==> src/sv/wpbt_pkg.sv <==
// Shared types and constants for the weighted pair bond tally.
package wpbt_pkg;

  localparam int CONF_W     = 8;
  localparam int CONF_SPAN  = 256;
  localparam int CNT_W      = 32;
  localparam int FRAC_W     = 17;
  localparam int WEIGHT_W   = 24;
  localparam int THR_W      = 20;
  localparam int NRES_W     = 4;
  localparam int RES_W      = 3;
  localparam int MULT_W     = CNT_W + THR_W;
  localparam int IN_DATA_W  = 56;
  localparam int OUT_DATA_W = 88;
  localparam int CFG_ADDR_W = 3;
  localparam int CFG_DATA_W = 32;
  localparam int QDEPTH     = 4;

  localparam logic [THR_W-1:0]  PPM_SCALE = 20'd1000000;
  localparam logic [CNT_W-1:0]  SAT32     = 32'hFFFF_FFFF;
  localparam logic [NRES_W-1:0] ACT_RESET = 4'd8;
  localparam logic [THR_W-1:0]  THR_RESET = 20'd1000;

  // input item kinds carried in tuser
  localparam logic [1:0] MODE_BOND   = 2'd0;
  localparam logic [1:0] MODE_SLOT   = 2'd1;
  localparam logic [1:0] MODE_REPORT = 2'd2;

  // register select, paddr bit 2
  localparam logic REG_ACTIVE = 1'b0;
  localparam logic REG_THRESH = 1'b1;

  typedef enum logic [1:0] {
    CMD_BOND,
    CMD_SLOT,
    CMD_REPORT
  } cmd_kind_t;

  typedef struct packed {
    cmd_kind_t           kind;
    logic [CONF_W-1:0]   row;
    logic [CONF_W-1:0]   col;
    logic                bond_bit;
    logic                slot_wr;
    logic [RES_W-1:0]    slot;
    logic [CONF_W-1:0]   slot_conf;
    logic                close;
    logic [WEIGHT_W-1:0] weight;
  } cmd_t;

  typedef struct packed {
    logic valid;
    cmd_t cmd;
  } cmd_beat_t;

endpackage

==> src/sv/wpbt_front.sv <==
// Input side: unpacks stream transactions, filters no-op items, builds commands.
module wpbt_front #(
  parameter int NUM_CONFS = 256
) (
  input  logic                           in_tvalid,
  output logic                           in_tready,
  input  logic [wpbt_pkg::IN_DATA_W-1:0] in_tdata,  // row_conf, col_conf, bond_bit, slot,
                                                    // slot_conf, record_weight, pad
  input  logic [1:0]                     in_tuser,  // mode
  input  logic                           in_tlast,  // record_end
  input  logic [wpbt_pkg::NRES_W-1:0]    n_active,
  input  logic                           q_full,
  output wpbt_pkg::cmd_beat_t            push
);

  logic [wpbt_pkg::CONF_W-1:0]   row;
  logic [wpbt_pkg::CONF_W-1:0]   col;
  logic                          bond_bit;
  logic [wpbt_pkg::RES_W-1:0]    slot;
  logic [wpbt_pkg::CONF_W-1:0]   slot_conf;
  logic [wpbt_pkg::WEIGHT_W-1:0] weight;
  logic                          slot_wr;
  logic                          keep;
  wpbt_pkg::cmd_kind_t           kind;

  always_comb begin
    row       = in_tdata[7:0];
    col       = in_tdata[15:8];
    bond_bit  = in_tdata[16];
    slot      = in_tdata[19:17];
    slot_conf = in_tdata[27:20];
    weight    = in_tdata[51:28];
    slot_wr   = ({1'b0, slot} < n_active);
    kind      = wpbt_pkg::CMD_REPORT;
    keep      = 1'b0;
    case (in_tuser)
      wpbt_pkg::MODE_BOND: begin
        kind = wpbt_pkg::CMD_BOND;
        keep = (32'(row) < 32'(NUM_CONFS)) && (32'(col) < 32'(NUM_CONFS));
      end
      wpbt_pkg::MODE_SLOT: begin
        kind = wpbt_pkg::CMD_SLOT;
        keep = slot_wr || in_tlast;
      end
      wpbt_pkg::MODE_REPORT: begin
        kind = wpbt_pkg::CMD_REPORT;
        keep = 1'b1;
      end
      default: begin
        kind = wpbt_pkg::CMD_REPORT;
        keep = 1'b0;
      end
    endcase
  end

  assign in_tready = !q_full;

  always_comb begin
    push.valid         = in_tvalid && !q_full && keep;
    push.cmd.kind      = kind;
    push.cmd.row       = row;
    push.cmd.col       = col;
    push.cmd.bond_bit  = bond_bit;
    push.cmd.slot_wr   = slot_wr;
    push.cmd.slot      = slot;
    push.cmd.slot_conf = slot_conf;
    push.cmd.close     = in_tlast;
    push.cmd.weight    = weight;
  end

endmodule

==> config.mk <==
export PLATFORM = sky130hd
export DESIGN_NAME = wpbt_front
export DESIGN_NICKNAME = d
export VERILOG_FILES = /design/src/sv/wpbt_pkg.sv /design/src/sv/wpbt_front.sv
export SDC_FILE = /design/constraint.sdc
export NUM_CORES = 1
export LEC_CHECK = 0
export BUFFER_PORTS_ARGS = -buffer_cell sky130_fd_sc_hd__buf_2
export CAP_MARGIN = 20
export CORE_MARGIN = 8
export CORE_UTILIZATION = 26
export DETAILED_ROUTE_END_ITERATION = 8
export PLACE_DENSITY = 0.94
export SYNTH_ARGS = -nofsm -noshare
export SYNTH_HDL_FRONTEND = slang
export SYNTH_SLANG_ARGS = --single-unit
==> constraint.sdc <==
create_clock -name vclk -period 2.65
set_clock_uncertainty 0.1 [all_clocks]
set_input_delay 0.3975 -clock vclk [all_inputs]
set_output_delay 0.3975 -clock vclk [all_outputs]
set_load 0.005 [all_outputs]
# Word level (Yosys, flattened, before mapping)
# Cells that the tools add are included.
totals:
  word_cells: 11
  output_inout_bits: 58
  input_bits: 65
  ff_bits: 0
classes:
  reduce_logical: 6
  n_eq_ne: 2
  mux: 2
  magnitude_cmp: 1
ops:
  columns: ["op", "n"]
  rows:
  - ["$lt A3 B4 Y1", 1]
  - ["$pmux W2 S2", 1]
  - ["$eq A2 B1 Y1 const B", 1]
  - ["$eq A2 B2 Y1 const B", 1]
  - ["$logic_and A1 B1 Y1", 2]
  - ["$logic_not A2 Y1", 1]
  - ["$pmux W1 S2", 1]
  - ["$reduce_or A2 Y1", 1]
  - ["$logic_not A1 Y1", 1]
  - ["$logic_or A1 B1 Y1", 1]

# Longest topological paths before layout
# Gate-level depths: netlist (run 1).
depth:
  word_depth: 4
  depth_mapped: 6
  depth_no_buf: 5

# Least setup slack after synthesis (run 1)
# OpenSTA, ideal clock, no wires.
synth_timing:
  path_kind: "input -> output"
  start: "input n_active[1] in the netlist's numbering"
  end: "output push[36] in the netlist's numbering"
  required_time_ps: 2152
  cell_stages: 6
  t_arrival_ps: 1224
  path_slack_ps: 929
  n_path_buf: 1
  cell_sequence: "inv_1 ha_1 nor2_1 nor4b_2 nor2_1 buf_4"
synth_between:
  elab_chain_cells: 1
synth_lines:
  columns: ["element", "line_no", "rtl"]
  rows:
  - ["start: declaration", "wpbt_front.sv:11", "input logic [wpbt_pkg::NRES_W-1:0] n_active,"]
  - ["$lt A3 B4 Y1", "wpbt_front.sv:33", "slot_wr = ({1'b0, slot} < n_active);"]
  - ["end: declaration", "wpbt_front.sv:13", "output wpbt_pkg::cmd_beat_t push"]
# No other way between the ends.

==> qor.txt, run 1 <==
=======================================================================================
Status                                                                        completed
Final-report max-slew violation count                                                 0
Number of instances resized during post-cts repair                                    0
Detailed placer's ending HPWL                                                    901 µm
Final total negative setup slack                                                   0 ns
Max VDD drop                                                                  0.0213 mV
Total number of sequential cells                                                      0
Synth Instances                                                                      70
Most instantiated library cell after synthesis                             sky130_fd_sc_hd__buf_4
Die area                                                                       3740 µm²
Antenna diode count                                                                   0
Standby leakage power                                                          0.145 nW
Number of antenna violations at the first check in global routing                     0
Hold buffers post-CTS                                                                 0
Grt ovf                                                                               0
Worst Max-Slew Pin Slew                                                        0.297 ns
Sequential-to-total area share from yosys stat                                       0%
Endpoint required time on the critical path                                     2.15 ns
Post-Syn Area per Cell                                                         7.56 µm²
Post-Route WL                                                                   1020 µm
Length of the first detailed-routing pass in iterations                               2
Library cells used by synthesis                                                      11
Warnings, synthesis                                                                   0
Yosys top cell area share                                                         76.6%
Synthesis-to-layout area growth                                                  -51.1%
Most used cell, CP                                                         sky130_fd_sc_hd__buf_2
Total setup buffers inserted after CTS                                                0
Worst-path cell chain                                                      buf_2 > ha_1 > nor3b_2 > nor4b_2 > o41ai_2 > buf_2
Hold Crit Class                                                            input port to output port
Fraction of final layout cells sized beyond drive strength 1                      66.7%
Antenna violation net count after detailed routing                                    0
Max-cap check violation count                                                         0
Path type of the worst setup path                                          input port to output port
Finish-stage setup viols                                                              0
Average routed wire per standard cell                                           16.2 µm
Final standard cell area without fillers                                        259 µm²
Total of clock buffers placed in the layout                                           0
Pin count of the biggest net entering global routing                                  5
Crit Path Max Fanout                                                                  2
Core Rows                                                                            16
Crit path capture type                                                      output port
Unrepaired setup endpoints after global routing                                      no
Total of buffers placed on input and output ports                                    21
Tcrit/Tclk final                                                                  73.3%
F_max                                                                         0.515 GHz
Commonest cells post-synth                                                 sky130_fd_sc_hd__buf_4 (54), sky130_fd_sc_hd__inv_1 (3)
First element of the critical path                                         in_tdata[18]
Global-route wire length before repair                                          1220 µm
Storage cell area                                                                 0 µm²
Number of primary I/O pins                                                          123
Startpoint of the lowest-slack hold path                                   in_tdata[29]
Number of global-route vias before repair                                           245
Data arrival, critical path                                                     1.45 ns
Max stage delay on crit path                                                    0.29 ns
Horizontal die dimension                                                        61.1 µm
Area after detailed placement                                                   259 µm²
Nets@finish                                                                         105
Syn_nets                                                                            137
Placeable Area                                                                 1940 µm²
Final-report hold violation count                                                     0
Power density normalized to cell area                                        132 nW/µm²
Number of vias in the routed layout                                                 255
Number of violations reported at the end of detailed-routing iteration 0              3
Crit path time final                                                            1.94 ns
Relative max-transition margin                                                    80.2%
Global Route Usage Sum                                                            4.18%
Ranking of synthesized cells by area                                       sky130_fd_sc_hd__buf_4 (77%), sky130_fd_sc_hd__ha_1 (4.7%), sky130_fd_sc_hd__o41ai_2 (3.1%), sky130_fd_sc_hd__nor4b_2 (2.8%), sky130_fd_sc_hd__nand2b_1 (2.4%)
Layout fillers                                                                      230
Via density per instance                                                           4.05
Effective utilization at floorplan                                                27.3%
Vertical die dimension                                                          61.1 µm
Final estimated routing congestion in global placement                            0.607
Highest-delay cell along the critical path                                 sky130_fd_sc_hd__o41ai_2
Cell type with the largest total area after synthesis                      sky130_fd_sc_hd__buf_4
Kind of start point of the critical path                                     input port
Synthesized cell area                                                           529 µm²
Number of DRC violations after detailed routing                                       0
=======================================================================================
-- layer usage --
layer  part of all wire [%]  track usage (%)
met5                      0                0
met3                     36             4.80
met4                     10             6.64
met1                     16             1.40
met2                     38             6.57
-- critical path: cells and delay by family --
kind | cells | cell delay, ns
AND/OR/NAND/NOR | 2 | 0.28
adder cells (fa/ha/maj) | 1 | 0.21
AO/OA/AOI/OAI | 1 | 0.29
buffers and inverters | 2 | 0.27
-- worst paths after layout --
| path | cells past startpoint | to | slack (ns) |
|---|---|---|---|
| setup / recovery | 6 | push[56] | 0.71 |
| hold / removal | 0 | push[1] | 0.70 |
-- logic make-up after synthesis --
group           synth area share (%)
simple gates                    11.3
compound gates                  4.49
buf+inv                         79.4
fa+ha+maj                       4.73
-- cell usage in the layout, fill, tap and decap left out --
cell type | netlist | routed
sky130_fd_sc_hd__a21o_1 | 1 | 1
sky130_fd_sc_hd__buf_2 | 0 | 21
sky130_fd_sc_hd__ha_1 | 2 | 2
sky130_fd_sc_hd__inv_1 | 3 | 3
sky130_fd_sc_hd__nand2b_1 | 2 | 2
sky130_fd_sc_hd__nor2_1 | 2 | 2
sky130_fd_sc_hd__nor2b_1 | 2 | 2
sky130_fd_sc_hd__nor3b_2 | 1 | 1
sky130_fd_sc_hd__nor4b_2 | 1 | 1
sky130_fd_sc_hd__o41ai_2 | 1 | 1
-- cell type report --
cell class	count	area, µm²	area share (%)
inverters	3	11.3	4.35
repair buffers	21	105	40.6
well taps	27	33.8	13.0
multi-input cells	12	109	42.0
-- power by group --
part,internal (mW),switching [mW]
combinational,0.0189,0.0152
sequential,0,0
clock,0,0
total,0.0189,0.0152
-- through the flow --
stage                     util [%]  std cells  hold WS, ns  setup slack, ns  power [mW]
after floorplan                  -         70        0.722            0.929      0.0802
after global routing          13.3         63        0.695            0.661      0.0379
after global placement        13.3         63        0.695            0.704      0.0332
final                         13.3         63        0.695            0.707      0.0341
after detailed placement      13.3         63        0.695            0.696      0.0347
after CTS                     13.3         63        0.695            0.697      0.0348
Power figures use the tool's default switching activity.
==> run 2, diff against run 1 <==
--- a/config.mk
+++ b/config.mk
@@ -8,9 +8,9 @@
 export BUFFER_PORTS_ARGS = -buffer_cell sky130_fd_sc_hd__buf_2
 export CAP_MARGIN = 20
 export CORE_MARGIN = 8
-export CORE_UTILIZATION = 26
+export CORE_UTILIZATION = 24
 export DETAILED_ROUTE_END_ITERATION = 8
-export PLACE_DENSITY = 0.94
+export PLACE_DENSITY = 0.88
 export SYNTH_ARGS = -nofsm -noshare
 export SYNTH_HDL_FRONTEND = slang
 export SYNTH_SLANG_ARGS = --single-unit
==> constraint.sdc (replaced) <==
create_clock -name vclk -period 1.9
set_clock_uncertainty 0.1 [all_clocks]
set_input_delay 0.285 -clock vclk [all_inputs]
set_output_delay 0.285 -clock vclk [all_outputs]
set_load 0.005 [all_outputs]
==> qor.txt, run 2 (synthesis gave the netlist of run 1 again) <==
=======================================================================================
Number of DRC violations after detailed routing                                       0
Die area                                                                       3960 µm²
Hold buffers post-CTS                                                                 0
Tcrit/Tclk final                                                                  91.7%
Final-layout worst hold slack                                                  0.470 ns
Synthesis-to-layout area growth                                                  -50.8%
Max-cap check violation count                                                         0
Detailed placer's ending HPWL                                                    782 µm
Hold Crit Class                                                            input port to output port
Total number of sequential cells                                                      0
Number of primary I/O pins                                                          123
Length of the first detailed-routing pass in iterations                               2
Final-report hold violation count                                                     0
Status                                                                        completed
Average routed wire per standard cell                                           13.5 µm
Power density normalized to cell area                                        184 nW/µm²
Commonest cells after routing, fill and taps aside                         sky130_fd_sc_hd__buf_2 (21), sky130_fd_sc_hd__inv_1 (3)
Horizontal die dimension                                                        63.0 µm
Path type of the worst setup path                                          input port to output port
Antenna diode count                                                                   0
Endpoint required time on the critical path                                     1.51 ns
Worst Max-Slew Pin Slew                                                        0.331 ns
Nets@finish                                                                         105
Finish-stage setup viols                                                              0
Layout fillers                                                                      250
Crit Path Max Fanout                                                                  2
Area of the multi-input gates                                                   109 µm²
Total of buffers placed on input and output ports                                    21
Relative max-transition margin                                                    77.9%
Most common cell after layout, fill and taps aside                         sky130_fd_sc_hd__buf_2
Total setup buffers inserted after CTS                                                0
First element of the critical path                                         in_tdata[18]
Placeable Area                                                                 2150 µm²
Unrepaired setup endpoints after global routing                                      no
Number of global-route vias before repair                                           260
Kind of start point of the critical path                                     input port
Number of violations reported at the end of detailed-routing iteration 0              5
Antenna violation net count after detailed routing                                    0
Pin count of the biggest net entering global routing                                  5
Final total negative setup slack                                                   0 ns
Standby leakage power                                                          0.145 nW
Final setup slack of the worst path                                            0.159 ns
Number of antenna violations at the first check in global routing                     0
Startpoint of the lowest-slack hold path                                   in_tdata[14]
Final estimated routing congestion in global placement                            0.736
Effective utilization at floorplan                                                24.6%
Placement Setup Slack                                                          0.143 ns
Number of vias in the routed layout                                                 235
Storage cell area                                                                 0 µm²
Core Rows                                                                            17
Global Route Usage Sum                                                            3.59%
Final-report max-slew violation count                                                 0
Crit path capture type                                                      output port
Endpoint of the most critical setup path                                       push[56]
Post-Route WL                                                                    862 µm
Grt ovf                                                                               0
F_max                                                                         0.574 GHz
Data arrival, critical path                                                     1.36 ns
Total of clock buffers placed in the layout                                           0
Fraction of final layout cells sized beyond drive strength 1                      66.7%
Vertical die dimension                                                          63.0 µm
Global-route wire length before repair                                          1260 µm
Crit path time final                                                            1.74 ns
Number of instances resized during post-cts repair                                    0
Max VDD drop                                                                  0.0403 mV
Via density per instance                                                           3.67
=======================================================================================
[run 2: cell counts in the layout (fill, tap and decap cells not counted)]
No cell type changed its count.
[run 2: final cells by class]
type,count,share of cell area [%]
Multi-Input combinational cell,12,41.8
Timing Repair Buffer,21,40.4
Tap cell,28,13.5
Inverter,3,4.33
[run 2: through the flow]
stage | util, % | power, mW | area (µm²) | cells
3_3_place_gp | 12.1 | 0.0473 | 260 | 64
6_report | 12.1 | 0.0479 | 260 | 64
4_1_cts | 12.1 | 0.0494 | 260 | 64
5_1_grt | 12.1 | 0.0533 | 260 | 64
2_1_floorplan | - | 0.112 | 529 | 70
3_5_place_dp | 12.1 | 0.0492 | 260 | 64
[run 2: routing by layer]
metal / up-vias / GRT usage [%] / wire length [µm] / part of all wire, %
li1: 94 / - / - / -
met1: 95 / 2.11 / 185 / 21
met2: 32 / 5.89 / 404 / 47
met3: 14 / 3.58 / 203 / 24
met4: 0 / 3.42 / 68 / 7.9
met5: - / 0 / 0 / 0
[run 2: worst min path at each step]
stage / to / slack [ns] / depth (start not counted)
after CTS: push[10] / 0.47 / 0
after detailed placement: push[10] / 0.47 / 0
after global routing: push[1] / 0.47 / 0
after global placement: push[10] / 0.47 / 0
after floorplan: in_tready / 0.50 / 1
final: push[44] / 0.47 / 0
[run 2: worst max-delay path: stages]
cell	delay, ns
sky130_fd_sc_hd__buf_2	0.10
sky130_fd_sc_hd__ha_1	0.21
sky130_fd_sc_hd__nor3b_2	0.21
sky130_fd_sc_hd__nor4b_2	0.09
sky130_fd_sc_hd__o41ai_2	0.30
sky130_fd_sc_hd__buf_2	0.16
[run 2: report_power, final]
group | switching (mW) | internal [mW]
sequential | 0 | 0
clock | 0 | 0
combinational | 0.0213 | 0.0265
==> run 3, diff against run 2 <==
--- a/config.mk
+++ b/config.mk
@@ -5,8 +5,8 @@
 export SDC_FILE = /design/constraint.sdc
 export NUM_CORES = 1
 export LEC_CHECK = 0
-export BUFFER_PORTS_ARGS = -buffer_cell sky130_fd_sc_hd__buf_2
-export CAP_MARGIN = 20
+export BUFFER_PORTS_ARGS = -buffer_cell sky130_fd_sc_hd__buf_4
+export CAP_MARGIN = 40
 export CORE_MARGIN = 8
 export CORE_UTILIZATION = 24
 export DETAILED_ROUTE_END_ITERATION = 8
==> qor.txt, run 3 (synthesis gave the netlist of run 1 again) <==
=======================================================================================
Status                                                                        completed
Final standard cell area without fillers                                        313 µm²
Worst-path cell chain                                                      buf_4 > ha_1 > nor3b_2 > nor4b_2 > o41ai_2 > buf_4
Effective utilization at floorplan                                                24.6%
Final estimated routing congestion in global placement                            0.822
Storage cell area                                                                 0 µm²
Max VDD drop                                                                  0.0466 mV
Grt ovf                                                                               0
Total number of sequential cells                                                      0
Post-Route WL                                                                    872 µm
Placement Setup Slack                                                          0.127 ns
Post-placement cell count                                                            64
Uppermost layer routed                                                             met4
Data arrival, critical path                                                     1.39 ns
Pin count of the biggest net entering global routing                                  5
Hold Crit Class                                                            input port to output port
Number of antenna violations at the first check in global routing                     0
Area after detailed placement                                                   313 µm²
Core Rows                                                                            17
Nets@finish                                                                         105
First element of the critical path                                         in_tdata[18]
Final-report max-slew violation count                                                 0
Commonest cells after routing, fill and taps aside                         sky130_fd_sc_hd__buf_4 (21), sky130_fd_sc_hd__inv_1 (3)
Vertical die dimension                                                          63.0 µm
Sum of met3 wire segment lengths after detailed routing                          209 µm
Power Total                                                                     60.5 µW
Endpoint of the most critical setup path                                       push[56]
Number of violations reported at the end of detailed-routing iteration 0              4
Number of instances resized during post-cts repair                                    0
Number of DRC violations after detailed routing                                       0
Crit path time final                                                            1.77 ns
Most common cell after layout, fill and taps aside                         sky130_fd_sc_hd__buf_4
Global-route wire length before repair                                          1240 µm
Number of primary I/O pins                                                          123
Total setup buffers inserted after CTS                                                0
Final core utilization                                                            14.6%
Via density per instance                                                           3.47
Final-layout worst hold slack                                                  0.470 ns
Kind of start point of the critical path                                     input port
Placeable Area                                                                 2150 µm²
Number of standard cells in the layout, taps in and fillers out                      64
Relative max-transition margin                                                    79.5%
Worst Max-Slew Pin Slew                                                        0.306 ns
Crit path capture type                                                      output port
Finish-stage setup viols                                                              0
Fraction of final layout cells sized beyond drive strength 1                      66.7%
Die area                                                                       3960 µm²
Hold buffers post-CTS                                                                 0
F_max                                                                         0.563 GHz
Antenna diode count                                                                   0
Global Route Usage Sum                                                            3.56%
Highest-delay cell along the critical path                                 sky130_fd_sc_hd__o41ai_2
Final setup slack of the worst path                                            0.125 ns
Total of buffers placed on input and output ports                                    21
Most used cell, CP                                                         sky130_fd_sc_hd__buf_4
Antenna violation net count after detailed routing                                    0
Startpoint of the lowest-slack hold path                                   in_tdata[14]
Tcrit/Tclk final                                                                  93.4%
Unrepaired setup endpoints after global routing                                      no
Met2 routed wirelength                                                           393 µm
Max stage delay on crit path                                                    0.32 ns
Synthesis-to-layout area growth                                                  -40.9%
Average routed wire per standard cell                                           13.6 µm
Standby leakage power                                                          0.163 nW
Number of vias in the routed layout                                                 222
Power density normalized to cell area                                        193 nW/µm²
Horizontal die dimension                                                        63.0 µm
Total of clock buffers placed in the layout                                           0
Number of global-route vias before repair                                           254
Crit Path Max Fanout                                                                  2
Final-report hold violation count                                                     0
Endpoint required time on the critical path                                     1.51 ns
Final total negative setup slack                                                   0 ns
Metal-1 WL                                                                       201 µm
Max-cap check violation count                                                         0
Path type of the worst setup path                                          input port to output port
Length of the first detailed-routing pass in iterations                               4
Detailed placer's ending HPWL                                                    773 µm
=======================================================================================
## run 3: cell count changes in the layout (fill, tap and decap cells not counted)
cell	delta
sky130_fd_sc_hd__buf_2	-21
sky130_fd_sc_hd__buf_4	+21
## run 3: worst max-delay path: cells and delay by family
kind	cells	cell delay, ns
compound gates	1	0.32
simple gates	2	0.29
buf+inv	2	0.28
fa+ha+maj	1	0.21
## run 3: layout make-up
class	count	area [µm²]
inverters	3	11.3
fillers	236	1840
repair buffers	21	158
multi-input cells	12	109
well taps	28	35.0
## run 3: worst min path at each step
stage                end  cells after the start
3_3_place_gp    push[10]                      0
5_1_grt          push[1]                      0
6_report        push[44]                      0
2_1_floorplan  in_tready                      1
4_1_cts         push[10]                      0
3_5_place_dp    push[10]                      0
## run 3: power breakdown
part	internal, mW	total, mW	switching (mW)	leakage [nW]
logic	0.0388	0.0605	0.0216	0.163
clock network	0	0	0	0
registers	0	0	0	0
## run 3: layer usage
| metal | global-route usage (%) | vias up |
|---|---|---|
| met5 | 0 | - |
| met4 | 3.42 | 0 |
| met3 | 3.76 | 14 |
| met2 | 5.25 | 32 |
| met1 | 2.42 | 83 |
| li1 | - | 93 |
