File: config.mk
export PLATFORM = sky130hd
export DESIGN_NAME = wpbt_queue
export DESIGN_NICKNAME = d
export VERILOG_FILES = /design/src/sv/wpbt_pkg.sv /design/src/sv/wpbt_queue.sv
export SDC_FILE = /design/constraint.sdc
export NUM_CORES = 1
export LEC_CHECK = 0
export CORE_AREA = 2 2 173 175
export CTS_CLUSTER_DIAMETER = 100
export DETAILED_ROUTE_END_ITERATION = 12
export DIE_AREA = 0 0 175 177
export DONT_BUFFER_PORTS = 1
export GPL_ROUTABILITY_DRIVEN = 0
export PLACE_DENSITY = 0.49
export SLEW_MARGIN = 20
export SYNTH_ARGS = -nofsm -noshare
export SYNTH_HDL_FRONTEND = slang
export SYNTH_SLANG_ARGS = --single-unit
File: constraint.sdc
create_clock -name clk -period 3 [get_ports clk]
set_clock_uncertainty 0.15 [all_clocks]
set_input_delay 0.45 -clock clk [delete_from_list [all_inputs] [get_ports clk]]
set_output_delay 0.45 -clock clk [all_outputs]
set_load 0.02 [all_outputs]
File: src/sv/wpbt_pkg.sv
// Shared types and constants for the weighted pair bond tally.
package wpbt_pkg;

  localparam int CONF_W     = 8;
  localparam int CONF_SPAN  = 256;
  localparam int CNT_W      = 32;
  localparam int FRAC_W     = 17;
  localparam int WEIGHT_W   = 24;
  localparam int THR_W      = 20;
  localparam int NRES_W     = 4;
  localparam int RES_W      = 3;
  localparam int MULT_W     = CNT_W + THR_W;
  localparam int IN_DATA_W  = 56;
  localparam int OUT_DATA_W = 88;
  localparam int CFG_ADDR_W = 3;
  localparam int CFG_DATA_W = 32;
  localparam int QDEPTH     = 4;

  localparam logic [THR_W-1:0]  PPM_SCALE = 20'd1000000;
  localparam logic [CNT_W-1:0]  SAT32     = 32'hFFFF_FFFF;
  localparam logic [NRES_W-1:0] ACT_RESET = 4'd8;
  localparam logic [THR_W-1:0]  THR_RESET = 20'd1000;

  // input item kinds carried in tuser
  localparam logic [1:0] MODE_BOND   = 2'd0;
  localparam logic [1:0] MODE_SLOT   = 2'd1;
  localparam logic [1:0] MODE_REPORT = 2'd2;

  // register select, paddr bit 2
  localparam logic REG_ACTIVE = 1'b0;
  localparam logic REG_THRESH = 1'b1;

  typedef enum logic [1:0] {
    CMD_BOND,
    CMD_SLOT,
    CMD_REPORT
  } cmd_kind_t;

  typedef struct packed {
    cmd_kind_t           kind;
    logic [CONF_W-1:0]   row;
    logic [CONF_W-1:0]   col;
    logic                bond_bit;
    logic                slot_wr;
    logic [RES_W-1:0]    slot;
    logic [CONF_W-1:0]   slot_conf;
    logic                close;
    logic [WEIGHT_W-1:0] weight;
  } cmd_t;

  typedef struct packed {
    logic valid;
    cmd_t cmd;
  } cmd_beat_t;

endpackage

File: src/sv/wpbt_queue.sv
// Small command FIFO between the front and the back.
module wpbt_queue (
  input  logic                clk,
  input  logic                rst_n,
  input  wpbt_pkg::cmd_beat_t push,
  input  logic                pop,
  output wpbt_pkg::cmd_beat_t head,
  output logic                full
);

  localparam int PTR_W = $clog2(wpbt_pkg::QDEPTH);
  localparam int CNT_W = $clog2(wpbt_pkg::QDEPTH + 1);
  localparam logic [PTR_W-1:0] PTR_LAST = PTR_W'(wpbt_pkg::QDEPTH - 1);
  localparam logic [CNT_W-1:0] CNT_FULL = CNT_W'(wpbt_pkg::QDEPTH);

  wpbt_pkg::cmd_t   mem_r [wpbt_pkg::QDEPTH];
  logic [PTR_W-1:0] wr_ptr_r;
  logic [PTR_W-1:0] rd_ptr_r;
  logic [CNT_W-1:0] cnt_r;
  logic             do_push;
  logic             do_pop;

  assign full    = (cnt_r == CNT_FULL);
  assign do_push = push.valid && !full;
  assign do_pop  = pop && (cnt_r != '0);

  always_comb begin
    head.valid = (cnt_r != '0);
    head.cmd   = mem_r[rd_ptr_r];
  end

  always_ff @(posedge clk) begin
    if (do_push) begin
      mem_r[wr_ptr_r] <= push.cmd;
    end
  end

  always_ff @(posedge clk) begin
    if (!rst_n) begin
      wr_ptr_r <= '0;
      rd_ptr_r <= '0;
      cnt_r    <= '0;
    end else begin
      if (do_push) begin
        wr_ptr_r <= (wr_ptr_r == PTR_LAST) ? '0 : wr_ptr_r + 1'b1;
      end
      if (do_pop) begin
        rd_ptr_r <= (rd_ptr_r == PTR_LAST) ? '0 : rd_ptr_r + 1'b1;
      end
      cnt_r <= cnt_r + CNT_W'(do_push) - CNT_W'(do_pop);
    end
  end

endmodule

Yosys cells after proc, flatten, opt, wreduce, memory -nomap -nowiden
Memory sizes are Yosys's and may differ from the RTL's. A register that Yosys moved wholly into a read port is not among the register bits.
Cells that the tools add are included.
{"block": "totals", "register_bits": 7, "ramBits": 224, "in_bits": 60, "output_inout_bits": 58, "wordCells": 21, "n_memories": 1}
{"block": "op_classes", "addsub": 4, "n_eq_ne": 3, "muxes": 6, "reduce_logical": 4}
{"name": "mem_r", "words": 4, "width": 56, "rd": 1, "rd_clocked_by_memory_dff": 1, "write_ports": 1, "line": "wpbt_queue.sv:16", "text": "wpbt_pkg::cmd_t mem_r [wpbt_pkg::QDEPTH];"}
{"operator": "2-to-1 mux 2 bit", "n": 4}
{"operator": "adder 2 x 1 -> 2 bit, second input constant", "n": 2}
{"operator": "equality test 2 bit, second input constant", "n": 2}
{"operator": "adder 3 x 1 -> 3 bit", "n": 1}
{"operator": "equality test 3 bit, second input constant", "n": 1}
{"operator": "nonzero test 3 bit", "n": 1}
{"operator": "subtractor 3 x 1 -> 3 bit", "n": 1}
{"operator": "logical AND 1 bit", "n": 2}
{"operator": "2-to-1 mux 1 bit", "n": 2}
{"operator": "zero test 1 bit", "n": 1}

Depth between registers and ports, before layout
Gate-level depths: netlist of the first run.
{"block": "logic_depth", "ltp_word": 5, "mapped_depth": 12, "ltp_nobuf": 11}

Worst setup path before layout of the first run
No wires, ideal clock.
{"block": "synth_path", "path_type": "register to register", "start": "register cnt_r[1]", "end": "memory mem_r[0][0] in the netlist's numbering (enable)", "setup_ns": 0.420, "arrival_ns": 2.149, "required_time_ns": 2.430, "setup_slack_ns": 0.282, "stages_incl_launch_ff": 5, "path_buffers": 1, "synth_period_minus_slack_ns": 2.718, "path_cell_list": "dfxtp_1 nor3b_2 nor2b_1 buf_2 and2_1"}
{"block": "synth_via", "elab_chain_len": 5}
{"item": "start, declared", "line": "wpbt_queue.sv:19", "text": "logic [CNT_W-1:0] cnt_r;"}
{"item": "start signal, assigned", "line": "wpbt_queue.sv:50", "text": "cnt_r <= cnt_r + CNT_W'(do_push) - CNT_W'(do_pop);"}
{"item": "equality test 3 bit", "line": "wpbt_queue.sv:23", "text": "assign full = (cnt_r == CNT_FULL);"}
{"item": "net full", "line": "wpbt_queue.sv:8", "text": "output logic full"}
{"item": "zero test 1 bit", "line": "wpbt_queue.sv:24", "text": "assign do_push = push.valid && !full;"}
{"item": "logical AND 1 bit", "line": "wpbt_queue.sv:24"}
{"item": "2-to-1 mux 1 bit", "line": "wpbt_queue.sv:33", "text": "if (do_push) begin"}
{"item": "2-to-1 mux 1 bit (not written as such)", "line": "wpbt_queue.sv:34", "text": "mem_r[wr_ptr_r] <= push.cmd;"}
{"item": "end, declared", "line": "wpbt_queue.sv:16"}
The timed path passes the listed nets, and every way through them passes these cells.

Final worst setup path of the first run
{"block": "layout_path", "start": "register cnt_r[1]", "end": "register cnt_r[2]"}
{"block": "layout_via", "elab_chain_len": 5, "word_cells_on_any_way": 7, "cone_classes": "add/sub: 2; eq/ne: 1; reduce/logical: 4"}
{"item": "equality test 3 bit", "line": "wpbt_queue.sv:23"}
{"item": "net full", "line": "wpbt_queue.sv:8"}
{"item": "zero test 1 bit", "line": "wpbt_queue.sv:24"}
{"item": "logical AND 1 bit", "line": "wpbt_queue.sv:24"}
{"item": "adder 3 x 1 -> 3 bit", "line": "wpbt_queue.sv:50"}
{"item": "subtractor 3 x 1 -> 3 bit", "line": "wpbt_queue.sv:50"}
The timed path passes the listed nets, and every way through them passes these cells.
A chain may end at the register's enable or synchronous reset.

==> run_summary.xml, run 1 <==
<?xml version="1.0" encoding="UTF-8"?>
<metrics>
  <group name="run_status">
    <metric name="outcome" unit="">finished, final reports clean</metric>
  </group>
  <group name="sta">
    <metric name="layout_worst_path_cycle_share" unit="%">87.1</metric>
    <metric name="setup_ws" unit="ns">0.386</metric>
    <metric name="hold_ws" unit="ns">0.112</metric>
    <metric name="tns" unit="ns">0</metric>
    <metric name="hold_viol_final" unit="">0</metric>
    <metric name="final_period_minus_worst_setup_slack" unit="ns">2.61</metric>
    <metric name="report.final.slew_viol_count" unit="">0</metric>
    <metric name="finalSetupViolations" unit="">0</metric>
    <metric name="worst-slew-pin-transition" unit="ns">0.494</metric>
    <metric name="rsz0062_at_grt" unit="">false</metric>
    <metric name="maxSlewHeadroom" unit="%">67.1</metric>
    <metric name="fmax" unit="GHz">0.383</metric>
  </group>
  <group name="power">
    <metric name="power_leakage" unit="nW">3.27</metric>
    <metric name="worst_ir_drop_vdd" unit="mV">0.440</metric>
    <metric name="cellPowerDensity" unit="mW/mm²">843</metric>
    <metric name="fin_total_pwr" unit="mW">8.83</metric>
  </group>
  <group name="die">
    <metric name="std_cell_rows" unit="">63</metric>
    <metric name="die_y" unit="µm">177</metric>
    <metric name="io-pin-count" unit="">118</metric>
    <metric name="die_area" unit="mm²">0.0310</metric>
    <metric name="initial_core_util" unit="%">29.4</metric>
    <metric name="chipWidth" unit="µm">175</metric>
    <metric name="fp.coreArea" unit="mm²">0.0292</metric>
  </group>
  <group name="routing">
    <metric name="routed-via-count" unit="">3629</metric>
    <metric name="routed_via_density" unit="">4.37</metric>
    <metric name="wirelength" unit="mm">15.9</metric>
    <metric name="avg_wl_per_cell" unit="µm">19.2</metric>
    <metric name="drt_first_pass_iters" unit="">4</metric>
    <metric name="drt.antenna.violating_nets" unit="">0</metric>
    <metric name="remaining_drc_errors" unit="">0</metric>
    <metric name="dr.first_iter.drc_count" unit="">180</metric>
  </group>
  <group name="critical_path">
    <metric name="timing.reg2reg.worst_path_depth" unit="">11</metric>
    <metric name="setup.worst_path.end_class" unit="">flip-flop</metric>
    <metric name="critPathMaxFanout" unit="">7</metric>
    <metric name="worst_ep_required_time" unit="ns">3.26</metric>
    <metric name="timing.critical_path.arrival" unit="ns">2.87</metric>
    <metric name="critical_path.startpoint_type" unit="">flip-flop</metric>
    <metric name="worst_setup_path_startpoint" unit="">cnt_r[1]</metric>
    <metric name="crit-reg2reg-launch" unit="">cnt_r[1]</metric>
    <metric name="criticalPathCategory" unit="">flip-flop to flip-flop</metric>
  </group>
  <group name="cts">
    <metric name="cts_tree" unit="">yes</metric>
    <metric name="clkLatencyLatePin" unit="ns">0.52</metric>
    <metric name="cts-htree-levels" unit="">1</metric>
    <metric name="cts-root-to-sink-buffers" unit="">3</metric>
    <metric name="cts_post_setup_buffers_inserted" unit="">0</metric>
    <metric name="clockRootBuffer" unit="">clkbuf_16</metric>
    <metric name="numCtsBuffers" unit="">25</metric>
    <metric name="clk_pin_slew" unit="ns">0.06</metric>
    <metric name="cts_sink_count" unit="">233</metric>
  </group>
  <group name="min_path">
    <metric name="min_path_cells" unit="">3</metric>
    <metric name="hold_path_startpoint" unit="">pop</metric>
    <metric name="hold_class" unit="">input pin to flip-flop</metric>
  </group>
  <group name="cells_and_area">
    <metric name="synthToLayoutAreaGrowth" unit="%">21.8</metric>
    <metric name="final_util" unit="%">35.8</metric>
    <metric name="fin_nets" unit="">491</metric>
    <metric name="fillers" unit="">2696</metric>
    <metric name="post_route_cells_drive_above_1_share" unit="%">24.4</metric>
  </group>
  <group name="global_routing">
    <metric name="grt_max_degree" unit="">57</metric>
    <metric name="global_route.overflow_total" unit="">0</metric>
    <metric name="grt.total_usage" unit="%">10.5</metric>
    <metric name="grt_antenna_before_repair" unit="">1</metric>
    <metric name="first_pass_grt_wire_length" unit="mm">24.5</metric>
    <metric name="vias_in_the_first_global_route" unit="">4096</metric>
  </group>
  <group name="placement">
    <metric name="pre_cts_slack" unit="ns">0.213</metric>
    <metric name="place.port_buffers" unit="">0</metric>
    <metric name="dp_hpwl" unit="mm">8.96</metric>
  </group>
  <group name="yosys">
    <metric name="synth-seq-area-share" unit="%">80.3</metric>
    <metric name="synth.lib_cells_used.distinct" unit="">22</metric>
    <metric name="synth.avg_cell_area" unit="µm²">25.0</metric>
    <metric name="postSynthCellCount" unit="">344</metric>
    <metric name="yosysWarningCount" unit="">0</metric>
    <metric name="ys_seq_elements" unit="">233</metric>
    <metric name="mappedNetlistArea" unit="mm²">0.00860</metric>
    <metric name="synthesis.nets" unit="">412</metric>
  </group>
  <group name="job">
    <metric name="total_of_max_cap_violations" unit="">0</metric>
  </group>
</metrics>
worst max-delay path, cell delays in order (launching register included):
cell	delay (ns)
dfxtp_1	0.37
nor3b_2	0.45
nor2b_2	0.18
inv_1	0.10
ha_1	0.23
inv_1	0.06
ha_1	0.12
inv_1	0.04
fa_1	0.37
xnor2_1	0.15
xnor2_1	0.12
and2_1	0.16
layer usage:
layer / track usage, % / vias to the layer above / wire length, µm
li1: - / 1607 / -
met1: 12.6 / 1893 / 6410
met2: 18.4 / 97 / 8130
met3: 2.66 / 32 / 933
met4: 3.33 / 0 / 418
met5: 0 / - / 0
power by group:
group / switching, mW / internal [mW]
Clock: 1.17 / 1.77
Sequential: 0.119 / 3.96
Combinational: 1.12 / 0.696
Total: 2.41 / 6.42
cell type report:
class | instances | area [µm²] | area share [%]
diodes | 1 | 2.50 | 0.0239
clock buffers | 29 | 641 | 6.12
clock inverters | 14 | 145 | 1.39
inverters | 6 | 22.5 | 0.215
multi-input cells | 91 | 1550 | 14.8
flip-flops and latches | 233 | 6910 | 66.0
well taps | 390 | 488 | 4.66
repair buffers | 66 | 713 | 6.81
through the flow:
step                area, µm²  std cells
CTS                     10500        829
global route            10500        829
floorplan                8600        344
global placement         9110        729
finish                  10500        830
detailed placement       9110        729
synthesized netlist by cell type:
cell | instances | area share (%)
edfxtp_1 | 224 | 78
or3_1 | 1 | 0.073
nand2_1 | 6 | 0.26
inv_1 | 6 | 0.26
buf_4 | 1 | 0.087
dfxtp_1 | 9 | 2.1
nand3_1 | 2 | 0.12
mux4_2 | 56 | 15
buf_12 | 4 | 0.93
nor2_1 | 2 | 0.087
o31ai_1 | 1 | 0.087
fa_1 | 1 | 0.23
mux2i_1 | 2 | 0.23
buf_6 | 1 | 0.13
o21ai_0 | 2 | 0.12
clkbuf_1 | 2 | 0.087
xnor2_1 | 2 | 0.20
buf_2 | 6 | 0.35
nor3b_2 | 1 | 0.15
ha_1 | 7 | 1.0
and2_1 | 6 | 0.44
nor2b_1 | 2 | 0.15
kinds of logic (layout without fill, tap and decap cells):
logic type / Yosys count / count (layout) / share of synthesized area [%]
other: 0 / 1 / 0
AOI/OAI and AO/OA: 3 / 3 / 0.204
and+or+nand+nor: 20 / 20 / 1.27
buffers and inverters: 20 / 115 / 1.85
xor gates and xnor gates: 2 / 2 / 0.204
DFF: 233 / 233 / 80.3
adders and majority gates: 8 / 8 / 1.25
muxes: 58 / 58 / 14.9
cells in the final DEF, fill, tap and decap left out, drive strengths merged, types with 3 or more instances in the layout:
cell type,n
and2,6
buf,9
bufinv,3
clkbuf,29
clkinv,9
dfxtp,9
dlygate4sd3,57
edfxtp,224
ha,7
inv,7
mux4,56
nand2,6
repair_timing:
item	4_1_cts	5_1_grt
setup endpoints to repair	0	1
endpoints found under the hold margin	233	0
hold buffers	57	0
resized for setup	0	1
final timing paths:
path,end,slack (ns)
max,cnt_r[2],0.39
max reg2reg,cnt_r[2],0.39
min reg2reg,flip-flop,0.36
min,flip-flop,0.11
flip-flops by register name, indices dropped and copies added, names as in the netlist, named ones only:
| register | flops |
|---|---|
| mem_r | 224 |
| cnt_r | 3 |
| wr_ptr_r | 2 |
| rd_ptr_r | 2 |
(Power assumes the default switching activity.)
==> run 2, diff against run 1 <==
- CORE_AREA: 2 2 173 175 -> 2 2 165 183
- DIE_AREA: 0 0 175 177 -> 0 0 167 185
- SLEW_MARGIN: 20 -> unset
==> run 2 against run 1 <==
  * Maximum frequency decreased by 2.9%
  * Sequential power is 2% higher
  * Setup slack worse by 0.078 ns
  * Worst hold slack better by 0.0091 ns
  * Non-clock buffer count increased by 2
  * Combinational power decreased by 3%
  * First-iteration DRC count is 32% higher
  * Cell count is 1.6% lower
  * Clock power is 6.8% higher
  * Register-to-register slack got worse by 0.04 ns
  * Via count grew 0.22%
  * Critical path type is now flip-flop to primary output
  * Largest power group unchanged
==> run_summary.xml, run 2 (synthesis results as in run 1) <==
<?xml version="1.0" encoding="UTF-8"?>
<metrics>
  <group name="routing">
    <metric name="dr.first_iter.drc_count" unit="">237</metric>
    <metric name="drt-met1-wl" unit="mm">6.46</metric>
    <metric name="routed_via_density" unit="">4.45</metric>
    <metric name="avg_wl_per_cell" unit="µm">20.2</metric>
    <metric name="top_layer" unit="">met4</metric>
    <metric name="drt.antenna.violating_nets" unit="">0</metric>
    <metric name="routed-wl-met2" unit="mm">8.46</metric>
    <metric name="remaining_drc_errors" unit="">0</metric>
    <metric name="routed-via-count" unit="">3637</metric>
    <metric name="wirelength" unit="mm">16.5</metric>
    <metric name="met3_length" unit="mm">1.25</metric>
    <metric name="drt_first_pass_iters" unit="">4</metric>
  </group>
  <group name="cts">
    <metric name="clk_pin_slew" unit="ns">0.05</metric>
    <metric name="cts_tree" unit="">yes</metric>
    <metric name="clockRootBuffer" unit="">clkbuf_16</metric>
    <metric name="cts-root-to-sink-buffers" unit="">3</metric>
    <metric name="cts-htree-levels" unit="">1</metric>
    <metric name="clkLatencyLatePin" unit="ns">0.51</metric>
    <metric name="numCtsBuffers" unit="">25</metric>
    <metric name="cts_sink_count" unit="">233</metric>
  </group>
  <group name="sta">
    <metric name="report.final.slew_viol_count" unit="">0</metric>
    <metric name="final_period_minus_worst_setup_slack" unit="ns">2.69</metric>
    <metric name="rsz0062_at_grt" unit="">false</metric>
    <metric name="maxSlewHeadroom" unit="%">61.1</metric>
    <metric name="layout_worst_path_cycle_share" unit="%">89.7</metric>
    <metric name="setup_ws" unit="ns">0.308</metric>
    <metric name="hold_viol_final" unit="">0</metric>
    <metric name="fmax" unit="GHz">0.371</metric>
    <metric name="worst-slew-pin-transition" unit="ns">0.579</metric>
    <metric name="tns" unit="ns">0</metric>
    <metric name="finalSetupViolations" unit="">0</metric>
  </group>
  <group name="power">
    <metric name="power_leakage" unit="nW">3.31</metric>
    <metric name="fin_total_pwr" unit="mW">9.06</metric>
    <metric name="cellPowerDensity" unit="mW/mm²">861</metric>
    <metric name="worst_ir_drop_vdd" unit="mV">0.528</metric>
  </group>
  <group name="cells_and_area">
    <metric name="most-common-layout-cells" unit="">224 x edfxtp_1, 57 x dlygate4sd3_1, 56 x mux4_2</metric>
    <metric name="largestRegisters" unit="">mem_r x224, cnt_r x3</metric>
    <metric name="antenna_cells" unit="">0</metric>
    <metric name="fin_nets" unit="">493</metric>
    <metric name="post_route_cells_drive_above_1_share" unit="%">24.6</metric>
    <metric name="layout.cells.most_common" unit="">edfxtp_1</metric>
    <metric name="number_of_flip_flops_under_the_largest_register_name" unit="">224</metric>
    <metric name="largest_register" unit="">mem_r</metric>
    <metric name="synthToLayoutAreaGrowth" unit="%">22.4</metric>
  </group>
  <group name="die">
    <metric name="chipWidth" unit="µm">167</metric>
    <metric name="die_y" unit="µm">185</metric>
    <metric name="fp.coreArea" unit="mm²">0.0292</metric>
    <metric name="std_cell_rows" unit="">66</metric>
    <metric name="initial_core_util" unit="%">29.5</metric>
    <metric name="io-pin-count" unit="">118</metric>
    <metric name="die_area" unit="mm²">0.0309</metric>
  </group>
  <group name="placement">
    <metric name="pre_cts_slack" unit="ns">0.187</metric>
    <metric name="place.port_buffers" unit="">0</metric>
    <metric name="dp_hpwl" unit="mm">9.82</metric>
  </group>
  <group name="critical_path">
    <metric name="worst_ep_required_time" unit="ns">2.40</metric>
    <metric name="ff_to_ff_setup_slack" unit="ns">0.35</metric>
    <metric name="crit-reg2reg-launch" unit="">cnt_r[2]</metric>
    <metric name="critical_path.reg2reg.endpoint" unit="">cnt_r[2]</metric>
    <metric name="critical_path.startpoint_type" unit="">flip-flop</metric>
    <metric name="setup.worst_path.end_class" unit="">primary output</metric>
    <metric name="timing.critical_path.arrival" unit="ns">2.09</metric>
    <metric name="timing.reg2reg.worst_path_depth" unit="">11</metric>
    <metric name="criticalPathCategory" unit="">flip-flop to primary output</metric>
    <metric name="critPathMaxFanout" unit="">21</metric>
    <metric name="worst_setup_path_endpoint" unit="">head[55]</metric>
  </group>
  <group name="global_routing">
    <metric name="vias_in_the_first_global_route" unit="">4226</metric>
    <metric name="first_pass_grt_wire_length" unit="mm">25.2</metric>
    <metric name="global_route.overflow_total" unit="">0</metric>
    <metric name="grt.total_usage" unit="%">10.8</metric>
    <metric name="grt_antenna_before_repair" unit="">0</metric>
    <metric name="grt_max_degree" unit="">31</metric>
  </group>
  <group name="run_status">
    <metric name="outcome" unit="">finished, final reports clean</metric>
  </group>
  <group name="min_path">
    <metric name="hold_class" unit="">input pin to flip-flop</metric>
  </group>
  <group name="job">
    <metric name="total_of_max_cap_violations" unit="">0</metric>
  </group>
</metrics>
run 2: cell count changes in the layout (fill, tap and decap cells not counted), moves of 2 or more:
cell,previous run,this run
buf_4,3,5
bufinv_16,3,5
clkbuf_1,4,6
clkinv_2,4,2
clkinv_4,0,2
run 2: worst max-delay path, cell delays in order (launching register included):
cell	delay [ns]
dfxtp_4	0.63
buf_12	0.28
mux4_2	0.65
run 2: worst min path at each step:
stage / cells past startpoint / endpoint / slack, ns / from
final: 2 / flip-flop / 0.12 / pop
after global routing: 2 / flip-flop / 0.13 / pop
after CTS: 2 / flip-flop / 0.08 / pop
after detailed placement: 2 / wr_ptr_r[1] / 0.37 / wr_ptr_r[1]
after global placement: 2 / wr_ptr_r[1] / 0.33 / wr_ptr_r[1]
after floorplan: 2 / wr_ptr_r[1] / 0.32 / wr_ptr_r[1]
run 2: metrics by stage:
step | util, % | hold slack (ns) | cells | instance area (µm²)
after global placement | 31.2 | 0.330 | 715 | 9100
after detailed placement | 31.2 | 0.366 | 715 | 9100
final | 36.1 | 0.121 | 817 | 10500
after floorplan | - | 0.318 | 344 | 8600
after CTS | 36.1 | 0.0828 | 817 | 10500
after global routing | 36.1 | 0.126 | 817 | 10500
run 2: timing repair:
item	4_1_cts	5_1_grt
resized for setup	0	1
endpoints found under the setup margin	0	1
endpoints found under the hold margin	233	0
hold buffers	57	0
buffers inserted	0	0
run 2: cell type report:
class                      count  area (µm²)
timing repair buffer          68         728
fill                        2648       18600
multi-input combinational     91        1550
clock buffer                  31         648
tap                          374         468
clock inverter                14         196
sequential                   233        6910
inverter                       6        22.5
run 2: metal layers:
layer | vias up | global-route usage [%]
met1 | 1890 | 12.3
met2 | 106 | 19.0
met4 | 0 | 3.48
li1 | 1613 | -
met5 | - | 0
met3 | 28 | 3.70
run 2: report_power, final:
part / switching [mW] / internal (mW) / total [mW]
combinational: 1.07 / 0.701 / 1.77
clock: 1.19 / 1.96 / 3.14
sequential: 0.182 / 3.96 / 4.14
total: 2.44 / 6.61 / 9.06
==> run 3, diff against run 2 <==
- ABC_AREA: unset -> 1
- CORE_AREA: 2 2 165 183 -> 2 2 170 189
- DIE_AREA: 0 0 167 185 -> 0 0 172 191
==> run 3 against run 2 <==
  * Non-clock buffer count up 9
  * Clock-buffer cell count unchanged
  * Maximum frequency is 4.8% lower
  * Combinational power up 64%
==> run_summary.xml, run 3 <==
<?xml version="1.0" encoding="UTF-8"?>
<metrics>
  <group name="yosys">
    <metric name="yosysWarningCount" unit="">0</metric>
    <metric name="synth_edf_count" unit="">224</metric>
    <metric name="synthDominantAreaCellType" unit="">edfxtp_1</metric>
    <metric name="synth.cells.most_frequent" unit="">224 x edfxtp_1, 102 x nor2_1, 82 x o21ai_0</metric>
    <metric name="ys_seq_elements" unit="">233</metric>
    <metric name="synth.avg_cell_area" unit="µm²">15.2</metric>
    <metric name="synth.lib_cells_used.distinct" unit="">26</metric>
    <metric name="synth_largest_type_area_fraction" unit="%">73.2</metric>
    <metric name="ys_top_cells_by_area" unit="">edfxtp_1 73%, o21ai_0 4.5%, nor2_1 4.2%, o22ai_2 3.5%, nor2_4 3.2%</metric>
    <metric name="postSynth.asyncResetShare" unit="%">0</metric>
    <metric name="synth-seq-area-share" unit="%">75.2</metric>
    <metric name="postSynthCellCount" unit="">605</metric>
    <metric name="synthesis.nets" unit="">673</metric>
    <metric name="yosys.cell_count.top_type" unit="">edfxtp_1</metric>
    <metric name="synth_ff_type" unit="">edfxtp_1</metric>
    <metric name="mappedNetlistArea" unit="mm²">0.00918</metric>
  </group>
  <group name="job">
    <metric name="total_of_max_cap_violations" unit="">0</metric>
  </group>
  <group name="run_status">
    <metric name="outcome" unit="">finished, final reports clean</metric>
  </group>
  <group name="cells_and_area">
    <metric name="number_of_flip_flops_under_the_largest_register_name" unit="">224</metric>
    <metric name="largestRegisters" unit="">mem_r x224, cnt_r x3</metric>
    <metric name="finalInstanceArea" unit="mm²">0.0112</metric>
    <metric name="synthToLayoutAreaGrowth" unit="%">21.5</metric>
    <metric name="post_route_cells_drive_above_1_share" unit="%">17.4</metric>
    <metric name="largest_register" unit="">mem_r</metric>
    <metric name="most-common-layout-cells" unit="">224 x edfxtp_1, 98 x nor2_1, 82 x o21ai_0</metric>
    <metric name="fin_nets" unit="">742</metric>
    <metric name="final_util" unit="%">36.0</metric>
    <metric name="layout.cells.most_common" unit="">edfxtp_1</metric>
  </group>
  <group name="placement">
    <metric name="place.port_buffers" unit="">0</metric>
    <metric name="placed_area" unit="mm²">0.00968</metric>
    <metric name="pre_cts_slack" unit="ns">0.596</metric>
    <metric name="dp_hpwl" unit="mm">11.7</metric>
  </group>
  <group name="cts">
    <metric name="cts_sink_count" unit="">233</metric>
    <metric name="clk_pin_slew" unit="ns">0.06</metric>
    <metric name="cts-htree-levels" unit="">1</metric>
    <metric name="clkLatencyLatePin" unit="ns">0.53</metric>
    <metric name="numCtsBuffers" unit="">26</metric>
    <metric name="clockRootBuffer" unit="">clkbuf_16</metric>
    <metric name="cts_tree" unit="">yes</metric>
    <metric name="cts_post_setup_buffers_inserted" unit="">0</metric>
    <metric name="cts-root-to-sink-buffers" unit="">3</metric>
  </group>
  <group name="die">
    <metric name="fp.coreArea" unit="mm²">0.0310</metric>
    <metric name="chipWidth" unit="µm">172</metric>
    <metric name="std_cell_rows" unit="">68</metric>
    <metric name="die_area" unit="mm²">0.0329</metric>
    <metric name="io-pin-count" unit="">118</metric>
    <metric name="initial_core_util" unit="%">29.7</metric>
    <metric name="die_y" unit="µm">191</metric>
  </group>
  <group name="sta">
    <metric name="worst-slew-pin-transition" unit="ns">0.663</metric>
    <metric name="layout_worst_path_cycle_share" unit="%">94.2</metric>
    <metric name="rsz0062_at_grt" unit="">false</metric>
    <metric name="report.final.slew_viol_count" unit="">0</metric>
    <metric name="maxSlewHeadroom" unit="%">55.8</metric>
    <metric name="hold_viol_final" unit="">0</metric>
    <metric name="finalSetupViolations" unit="">0</metric>
    <metric name="final_period_minus_worst_setup_slack" unit="ns">2.83</metric>
    <metric name="hold_ws" unit="ns">0.0906</metric>
    <metric name="fmax" unit="GHz">0.354</metric>
    <metric name="setup_ws" unit="ns">0.173</metric>
  </group>
  <group name="routing">
    <metric name="avg_wl_per_cell" unit="µm">17.8</metric>
    <metric name="routed-wl-met2" unit="mm">10.6</metric>
    <metric name="drt-met1-wl" unit="mm">7.82</metric>
    <metric name="remaining_drc_errors" unit="">0</metric>
    <metric name="drt.antenna.violating_nets" unit="">0</metric>
    <metric name="top_layer" unit="">met4</metric>
    <metric name="routed_via_density" unit="">4.54</metric>
    <metric name="met3_length" unit="mm">1.13</metric>
    <metric name="routed-via-count" unit="">5064</metric>
    <metric name="drt_first_pass_iters" unit="">4</metric>
    <metric name="wirelength" unit="mm">19.9</metric>
    <metric name="dr.first_iter.drc_count" unit="">307</metric>
  </group>
  <group name="critical_path">
    <metric name="critical_path.startpoint_type" unit="">flip-flop</metric>
    <metric name="criticalPathCategory" unit="">flip-flop to primary output</metric>
    <metric name="critical_path.reg2reg.endpoint" unit="">cnt_r[2]</metric>
    <metric name="max_stage_delay" unit="ns">0.59</metric>
    <metric name="timing.critical_path.arrival" unit="ns">2.23</metric>
    <metric name="critPathMaxFanout" unit="">40</metric>
    <metric name="timing.critical_path.cells" unit="">buf_4, o21ai_0, o22ai_1</metric>
    <metric name="setup.worst_path.end_class" unit="">primary output</metric>
    <metric name="worst_ep_required_time" unit="ns">2.40</metric>
    <metric name="crit-reg2reg-launch" unit="">cnt_r[1]</metric>
    <metric name="ff_to_ff_setup_slack" unit="ns">0.60</metric>
    <metric name="timing.reg2reg.worst_path_depth" unit="">10</metric>
    <metric name="critical-path-slowest-cell" unit="">dfxtp_4</metric>
  </group>
  <group name="global_routing">
    <metric name="vias_in_the_first_global_route" unit="">5313</metric>
    <metric name="grt.total_usage" unit="%">12.0</metric>
    <metric name="global_route.overflow_total" unit="">0</metric>
    <metric name="first_pass_grt_wire_length" unit="mm">30.0</metric>
    <metric name="grt_max_degree" unit="">57</metric>
    <metric name="grt_antenna_before_repair" unit="">1</metric>
  </group>
  <group name="power">
    <metric name="power_leakage" unit="nW">3.64</metric>
    <metric name="cellPowerDensity" unit="mW/mm²">919</metric>
    <metric name="worst_ir_drop_vdd" unit="mV">0.604</metric>
  </group>
  <group name="min_path">
    <metric name="hold_path_startpoint" unit="">pop</metric>
    <metric name="min_path_cells" unit="">3</metric>
    <metric name="hold_class" unit="">input pin to flip-flop</metric>
    <metric name="endpoint_of_the_worst_hold_path" unit="">rd_ptr_r[0]</metric>
  </group>
</metrics>
run 3: per-stage QoR:
step	instances	setup TNS (ns)	power, mW
6_report	1115	0	10.3
5_1_grt	1115	0	10.8
3_3_place_gp	1007	0	7.04
4_1_cts	1114	0	10.5
3_5_place_dp	1007	0	7.12
2_1_floorplan	605	-154.17	6.49
run 3: how the worst max path moves through the flow:
stage                             end  cells past startpoint  slack (ns)
after detailed placement     cnt_r[2]                     10        0.60
after floorplan           mem_r[0][0]                      4       -0.69
final                        head[31]                      3        0.17
after global placement       cnt_r[2]                     10        0.66
after CTS                    head[35]                      3        0.11
after global routing         head[25]                      3        0.01
run 3: cell families after synthesis:
kind of cell	count (synthesis)	synth area share, %
flip-flops	233	75.2
AO/OA/AOI/OAI	170	12.0
AND/OR/NAND/NOR	143	8.09
buffers and inverters	50	3.45
adder cells (fa/ha/maj)	8	1.17
XOR/XNOR	1	0.0954
run 3: layout make-up:
cell class | instances | area [µm²]
fill | 2970 | 19800
sequential | 233 | 6910
multi-input combinational | 322 | 1990
timing repair buffer | 77 | 788
clock buffer | 31 | 669
tap | 420 | 526
clock inverter | 17 | 209
inverter | 14 | 57.6
antenna | 1 | 2.50
run 3: layer usage:
| metal | vias up | global-route usage, % |
|---|---|---|
| li1 | 2397 | - |
| met1 | 2536 | 13.5 |
| met2 | 108 | 22.5 |
| met3 | 23 | 2.73 |
| met4 | 0 | 3.36 |
| met5 | - | 0 |
run 3: power breakdown:
group	leakage, nW	switching (mW)	internal, mW
Sequential	2.13	0.149	3.99
Clock	0.427	1.25	1.95
Combinational	1.09	2.15	0.754
run 3: repair_timing:
action                                 in CTS  in global routing
resized for setup                           0                  0
endpoints found under the hold margin     233                  0
hold buffers                               59                  0
run 3: critical path, delay by kind of cell (launching register included):
kind / cells / cell delay [ns]
DFF: 1 / 0.59
buffers and inverters: 1 / 0.44
AOI/OAI and AO/OA: 2 / 0.66
